--- config.mk ---
export PLATFORM = sky130hd
export DESIGN_NAME = gbs_cell
export DESIGN_NICKNAME = d
export VERILOG_FILES = /design/src/hdl/gbs_pkg.sv /design/src/hdl/gbs_cell.sv
export SDC_FILE = /design/constraint.sdc
export NUM_CORES = 2
export LEC_CHECK = 0
export BUFFER_PORTS_ARGS = -buffer_cell sky130_fd_sc_hd__buf_2
export CORE_ASPECT_RATIO = 1.75
export CORE_MARGIN = 2
export CORE_UTILIZATION = 40
export DETAILED_ROUTE_END_ITERATION = 8
export GPL_TIMING_DRIVEN = 1
export SYNTH_ARGS = -nofsm -noshare
export SYNTH_HDL_FRONTEND = slang
export SYNTH_SLANG_ARGS = --single-unit
--- constraint.sdc ---
create_clock -name clk -period 7.2 [get_ports clk]
set_clock_uncertainty 0.1 [all_clocks]
set_input_delay 0.72 -clock clk [delete_from_list [all_inputs] [get_ports clk]]
set_output_delay 0.72 -clock clk [all_outputs]
set_load 0.1 [all_outputs]
--- src/hdl/gbs_pkg.sv ---
// ============================================================================
// gbs_pkg: shared types and constants for the greedy box suppression core
// Field widths, store depth, the token that walks the cell chain, and the
// per-cell control bundle.
// ============================================================================
package gbs_pkg;

    localparam int MAX_KEPT   = 64;
    localparam int CNT_W      = $clog2(MAX_KEPT + 1);
    // Comparison stages that trail a cell's own overlap step.
    localparam int TAIL_CELLS = 3;
    localparam int CHAIN_LEN  = MAX_KEPT + TAIL_CELLS;

    localparam int COORD_W = 13;
    localparam int DIM_W   = 12;
    localparam int AREA_W  = 2 * DIM_W;
    localparam int SUM_W   = AREA_W + 1;
    localparam int THR_W   = 16;
    localparam int PROD_W  = THR_W + SUM_W;

    localparam logic [THR_W-1:0] THR_RESET = 16'd13107;

    typedef struct packed {
        logic signed [COORD_W-1:0] left;
        logic signed [COORD_W-1:0] top;
        logic        [DIM_W-1:0]   width;
        logic        [DIM_W-1:0]   height;
    } box_t;

    // Candidate box plus the partial results of the three cells behind it.
    typedef struct packed {
        logic              live;
        logic              sup;
        box_t              cand;
        logic [AREA_W-1:0] cand_area;
        logic              s1_vld;
        logic [DIM_W-1:0]  s1_dx;
        logic [DIM_W-1:0]  s1_dy;
        logic [AREA_W-1:0] s1_karea;
        logic              s2_vld;
        logic [AREA_W-1:0] s2_inter;
        logic [SUM_W-1:0]  s2_sum;
        logic              s3_vld;
        logic [AREA_W-1:0] s3_inter;
        logic [PROD_W-1:0] s3_prod;
    } token_t;

    typedef struct packed {
        logic cmp_en;
        logic load;
    } cell_ctrl_t;

endpackage

--- src/hdl/gbs_cell.sv ---
// ============================================================================
// gbs_cell: one cell of the suppression chain
// Holds one kept box, computes its overlap with the passing candidate, and
// advances the multiply and compare steps of the three cells upstream.
// ============================================================================
module gbs_cell (
    input  logic                        clk,
    input  logic                        rst_n,
    input  logic                        adv,
    input  gbs_pkg::cell_ctrl_t         ctrl,
    input  gbs_pkg::box_t               load_box,
    input  logic [gbs_pkg::AREA_W-1:0]  load_area,
    input  logic [gbs_pkg::THR_W-1:0]   thr,
    input  gbs_pkg::token_t             tok_in,
    output gbs_pkg::token_t             tok_out
);
    import gbs_pkg::*;

    box_t              box_reg;
    logic [AREA_W-1:0] area_reg;
    token_t            tok_reg;
    token_t            tok_next;

    logic signed [COORD_W:0] a_l, a_r, b_l, b_r, a_t, a_b, b_t, b_b;
    logic signed [COORD_W:0] x1, x2, y1, y2;
    logic signed [COORD_W+1:0] dx_s, dy_s;
    logic [SUM_W-1:0]  uni;
    logic [PROD_W-1:0] inter_sh;

    always_comb
    begin
        a_l = {tok_in.cand.left[COORD_W-1], tok_in.cand.left};
        a_t = {tok_in.cand.top[COORD_W-1], tok_in.cand.top};
        b_l = {box_reg.left[COORD_W-1], box_reg.left};
        b_t = {box_reg.top[COORD_W-1], box_reg.top};
        a_r = a_l + $signed({2'b00, tok_in.cand.width});
        a_b = a_t + $signed({2'b00, tok_in.cand.height});
        b_r = b_l + $signed({2'b00, box_reg.width});
        b_b = b_t + $signed({2'b00, box_reg.height});
        x1 = (a_l > b_l) ? a_l : b_l;
        y1 = (a_t > b_t) ? a_t : b_t;
        x2 = (a_r < b_r) ? a_r : b_r;
        y2 = (a_b < b_b) ? a_b : b_b;
        dx_s = {x2[COORD_W], x2} - {x1[COORD_W], x1};
        dy_s = {y2[COORD_W], y2} - {y1[COORD_W], y1};

        uni      = tok_in.s2_sum - {1'b0, tok_in.s2_inter};
        inter_sh = {1'b0, tok_in.s3_inter, 16'h0000};

        tok_next           = tok_in;
        tok_next.s1_vld    = tok_in.live && ctrl.cmp_en;
        // The overlap width never exceeds either box width, so it fits DIM_W.
        tok_next.s1_dx     = (dx_s > 0) ? dx_s[DIM_W-1:0] : '0;
        tok_next.s1_dy     = (dy_s > 0) ? dy_s[DIM_W-1:0] : '0;
        tok_next.s1_karea  = area_reg;
        tok_next.s2_vld    = tok_in.s1_vld;
        tok_next.s2_inter  = {{DIM_W{1'b0}}, tok_in.s1_dx} * {{DIM_W{1'b0}}, tok_in.s1_dy};
        tok_next.s2_sum    = {1'b0, tok_in.cand_area} + {1'b0, tok_in.s1_karea};
        tok_next.s3_vld    = tok_in.s2_vld;
        tok_next.s3_inter  = tok_in.s2_inter;
        tok_next.s3_prod   = {{SUM_W{1'b0}}, thr} * {{THR_W{1'b0}}, uni};
        tok_next.sup       = tok_in.sup || (tok_in.s3_vld && (inter_sh > tok_in.s3_prod));
    end

    always_ff @(posedge clk or negedge rst_n)
    begin
        if (!rst_n)
        begin
            tok_reg <= '0;
        end
        else if (adv)
        begin
            tok_reg <= tok_next;
        end
    end

    always_ff @(posedge clk)
    begin
        if (ctrl.load)
        begin
            box_reg  <= load_box;
            area_reg <= load_area;
        end
    end

    assign tok_out = tok_reg;

endmodule

-- After elaboration in Yosys (flattened, before gate mapping)
Cells that the tools add are included.
- add/sub/neg operators: 8
- multipliers: 2
- magnitude comparators: 7
- muxes and demuxes: 6
- reduce and logical (&&, ||, !) cells: 3
- operators by type and width (kind ; count):
    adder 13 x 13 -> 14 bit ; 4
    two-way mux 14 bit ; 4
    greater-than comparator 40 x 41 -> 1 bit ; 1
    multiplier 16 x 25 -> 41 bit ; 1
    greater-than comparator 15 x 1 -> 1 bit, second input constant ; 2
    subtractor 14 x 14 -> 15 bit ; 2
    < comparator 14 bit ; 2
    greater-than comparator 13 bit ; 2
    adder 24 x 24 -> 25 bit ; 1
    subtractor 25 x 24 -> 25 bit ; 1
    multiplier 12 x 12 -> 24 bit ; 1
    two-way mux 12 bit ; 2
    logical AND 1 bit ; 2
    logical OR 1 bit ; 1
- bits in registers: 315
- input port bits: 336
- output and inout bits: 241

-- Longest topological paths before layout
- depth after elaboration: 6
- depth in mapped cells: 35
- depth with buffers taken out: 34

-- Least setup slack after synthesis
No wires, ideal clock.
- path kind: in2reg
- start point: input tok_in[98] (netlist name)
- end point: register tok_reg, in the netlist tok_out[33]
- library setup time: 0.125 ns
- arrival: 8.295 ns
- data required time: 6.975 ns
- slack: -1.321 ns
- cell stages on the path: 31
- cells stage by stage: inv_1 -> ha_1 -> a21o_1 -> a21o_1 -> a21oi_1 -> nor3b_4 -> o211ai_1 -> a311oi_1 -> o31ai_1 -> xor2_1 -> clkbuf_1 -> nand2_1 -> fa_1 -> fa_1 -> inv_1 -> fa_1 -> fa_1 -> fa_1 -> inv_1 -> fa_1 -> inv_1 -> ha_1 -> clkbuf_1 -> nand3_1 -> or3_1 -> or3_1 -> a211oi_1 -> or3_1 -> a21oi_1 -> xnor2_1 -> mux2_2
- longest elaborated chain between the ends: 2
- RTL lines (item ; RTL line ; RTL):
    start: declaration ; gbs_cell.sv:14 ; input gbs_pkg::token_t tok_in,
    subtractor 25 x 24 -> 25 bit ; gbs_cell.sv:47 ; uni = tok_in.s2_sum - {1'b0, tok_in.s2_inter};
    multiplier 16 x 25 -> 41 bit ; gbs_cell.sv:61 ; tok_next.s3_prod = {{SUM_W{1'b0}}, thr} * {{THR_W{1'b0}}, uni};
    end signal: assignment ; gbs_cell.sv:73 ; tok_reg <= tok_next;
    end: declaration ; gbs_cell.sv:21 ; token_t tok_reg;
No other way between the ends.
A chain may end at the register's enable or synchronous reset.

-- Worst setup path in the final report
Ends and elaborated chain as after synthesis.

==> results by group <==
Route
  • Number of routed nets with antenna violations: 0
  • M1 WL: about 43000 um
  • Average wire per standard cell: ~20 um
  • DRC viols: 0
  • Vias: slightly below 30000
  • Final WL: roughly 110000 um
  • Wire length on met3: roughly 7100 um
  • Vias per inst: around 5.1
  • 1st-iter DRT viols: 1156
  • Top Layer Used: met5
  • Metal2 WL: between 50000 and 60000 um
  • Pre-antenna DRT Iters: 6

GRT
  • Pin count of the biggest net entering global routing: approximately 150
  • Initial antenna violation count: 10
  • Total grt overflow: 0
  • Vias in the first global route: 32000
  • Global-route wire length before repair: around 180000 um
  • Global-route usage over all layers: between 20% and 30%

Floorplan
  • Row count: around 150
  • Die Y: a little over 400 um
  • Number of top-level pins: between 500 and 600
  • Core Region: approximately 90000 sq um
  • Die ar.: roughly 93000 sq um
  • Die width: 232 um
  • Initial core utilization: approximately two fifths

Finish
  • Fill cells: between 8000 and 9000
  • P&R area growth vs syn: 25.5%
  • Fin area: 45600 sq um
  • Share of layout cells above drive strength 1: a little under a third
  • Multi-input logic area: between 20000 and 30000 sq um
  • Register area: about 8300 sq um
  • Fin util: approximately 51%
  • Nets@finish: 5645
  • Max reg flops: about 240

CTS
  • Clock transition at the registers of the reported paths: around 0.070 ns
  • Clock sink total: between 300 and 400
  • Maximum clock path buffer count: 3
  • Total CTS buffers: 36
  • H-Tree Depth: 2
  • Worst-Skew Late Latency: 0.58 ns
  • Root Buffer: clkbuf_16
  • CTS tree: built

STA
  • Minimum clock period: approximately 8.0 ns
  • Final hold vios: 0
  • Final setup viols: 25
  • Fmax: about 120 MHz
  • Slew margin rel.: ~32%
  • Setup TNS: -14.65 ns
  • Period utilisation layout: 111%
  • Worst Tran Pin Value: just over 1 ns
  • Worst setup margin: -0.804 ns
  • Final slew viol count: 0
  • RSZ-0062 raised after global routing: yes

Synthesis
  • Syn Std Cell Area: 36400 sq um
  • Gate count after technology mapping: 3681
  • Most used DFF post-synth: dfrtp_1
  • Synthesized Nets: between 4000 and 5000
  • Flops & latches, synth: about 320
  • Ys Warns: 0
  • EDFF count, synth: 74
  • Part of the Yosys area used for sequential elements: between 20% and 30%
  • Yosys cell types: a little under 80
  • Ys async rst share: 76.5%
  • Syn Area/Cell: about 9.9 sq um

Run
  • Max cap viols: 0

Critical path
  • Arr. time, crit path: around 8.4 ns
  • R2R setup slack: 0.42 ns
  • Worst Path Max Fanout: 5
  • CP max stage cell: fa_1
  • WP data required: roughly 7.6 ns
  • Worst setup EP type: flip-flop
  • Critical path class: in -> reg
  • Setup crit start kind: primary input
  • CP bufs+invs: 9
  • Largest delay contributor family on the critical path: adder cells
  • CP peak stage delay: between 0.5 and 0.6 ns

Min path
  • Hold crit path type: in -> reg

Placed design
  • Place WS: -2.05 ns
  • IO Port Bufs: 576
  • DPL Wire Length: roughly 94000 um
  • GP Congestion: just over 0.9
  • Placed inst area: roughly 43000 sq um

Status
  • Status: finished with violations
  • Failing checks: negative setup slack
[cell families after synthesis]
family          after synthesis  synth area share (%)
compound gates              488                  9.04
xor+xnor                    151                  3.64
fa+ha+maj                   803                  36.5
buf+inv                     739                  7.66
flops                       315                  22.7
mux                         266                  8.07
simple gates                919                  12.4
[through the flow]
step                      instances  hold slack, ns
after floorplan                3681           0.324
after global placement         5606           0.356
after detailed placement       5606           0.365
after CTS                      5701           0.171
after global routing           5718           0.191
final                          5719           0.214
[synthesized netlist by cell type (all sizes together), types with 33 or more instances]
library cell  instances  area, sq um
mux2                214         2410
nor2                 85          319
edfxtp               74         2220
inv                 606         2270
nand3                33          165
dfrtp               241         6030
ha                  375         4690
xnor2               106          928
mux2i                52          521
nand2b               48          300
nor2b                54          338
o21ai                78          390
a21o                 83          623
nand2               407         1530
fa                  428         8570
a21oi               143          731
xor2                 45          394
clkbuf              123          462
and2                188         1180
[final cells by class]
| class | count | area share (%) |
|---|---|---|
| timing repair buffer | 920 | 13.0 |
| antenna | 3 | 0.0165 |
| inverter | 606 | 5.00 |
| clock buffer | 49 | 2.26 |
| clock inverter | 15 | 0.502 |
| sequential | 315 | 18.1 |
| tap | 1184 | 3.25 |
| multi-input combinational | 2627 | 57.9 |
[path summary, 6_finish.rpt]
kind / end / depth (start not counted) / start
min in group asynchronous: tok_out[41]$_DFFE_PN0P_ / 2 / rst_n
hold reg to reg: tok_out[135]$_DFFE_PN0P_ / 1 / area_reg[19]$_DFFE_PP_
hold / removal: b_l[12]$_DFFE_PP_ / 1 / load_box[49]
setup / recovery: tok_out[33]$_DFFE_PN0P_ / 34 / tok_in[98]
setup reg to reg: tok_out[160]$_DFFE_PN0P_ / 29 / box_reg[12]$_DFFE_PP_
max in group asynchronous: tok_out[40]$_DFFE_PN0P_ / 3 / rst_n
[metal layers]
layer / track usage, % / vias up
met1: 27.2 / 14600
met5: 0 / -
met2: 45.0 / 862
li1: - / 13600
met3: 5.33 / 224
met4: 9.89 / 10
[cells in the final DEF (no fill, tap or decap), types with 18 or more instances in the layout]
master     count
inv_1        580
buf_2        570
fa_1         413
nand2_1      399
ha_1         350
buf_4        288
dfrtp_1      241
mux2_2       206
and2_1       183
a21oi_1      119
xnor2_1       94
a21o_1        83
nor2_1        78
edfxtp_1      74
o21ai_0       59
nor2b_1       52
mux2i_1       51
nand2b_1      48
xor2_1        41
clkbuf_16     39
buf_6         36
o21a_1        30
nand3_1       28
nor3_1        27
inv_2         24
nand4_1       23
ha_4          23
o21bai_1      22
o2bb2ai_1     19
buf_12        18
[timing repair]
action	4_1_cts	5_1_grt
pin swaps	98	85
setup buffers	33	16
setup endpoints to repair	27	48
resized for setup	142	89
cloned	2	0
endpoints found under the hold margin	47	0
hold buffers	1	0
[worst register-to-register path, delay by kind of cell, from the launching register on]
family / cells / cell delay [ns]
AO/OA/AOI/OAI: 15 / 3.10
XOR/XNOR: 1 / 0.11
adder cells (fa/ha/maj): 4 / 1.35
buffers and inverters: 2 / 0.35
flip-flops: 1 / 0.46
multiplexers: 1 / 0.37
AND/OR/NAND/NOR: 6 / 0.83
Power is not shown: default switching activity piles up to over one toggle a cycle in this logic, so the estimate is an artifact.
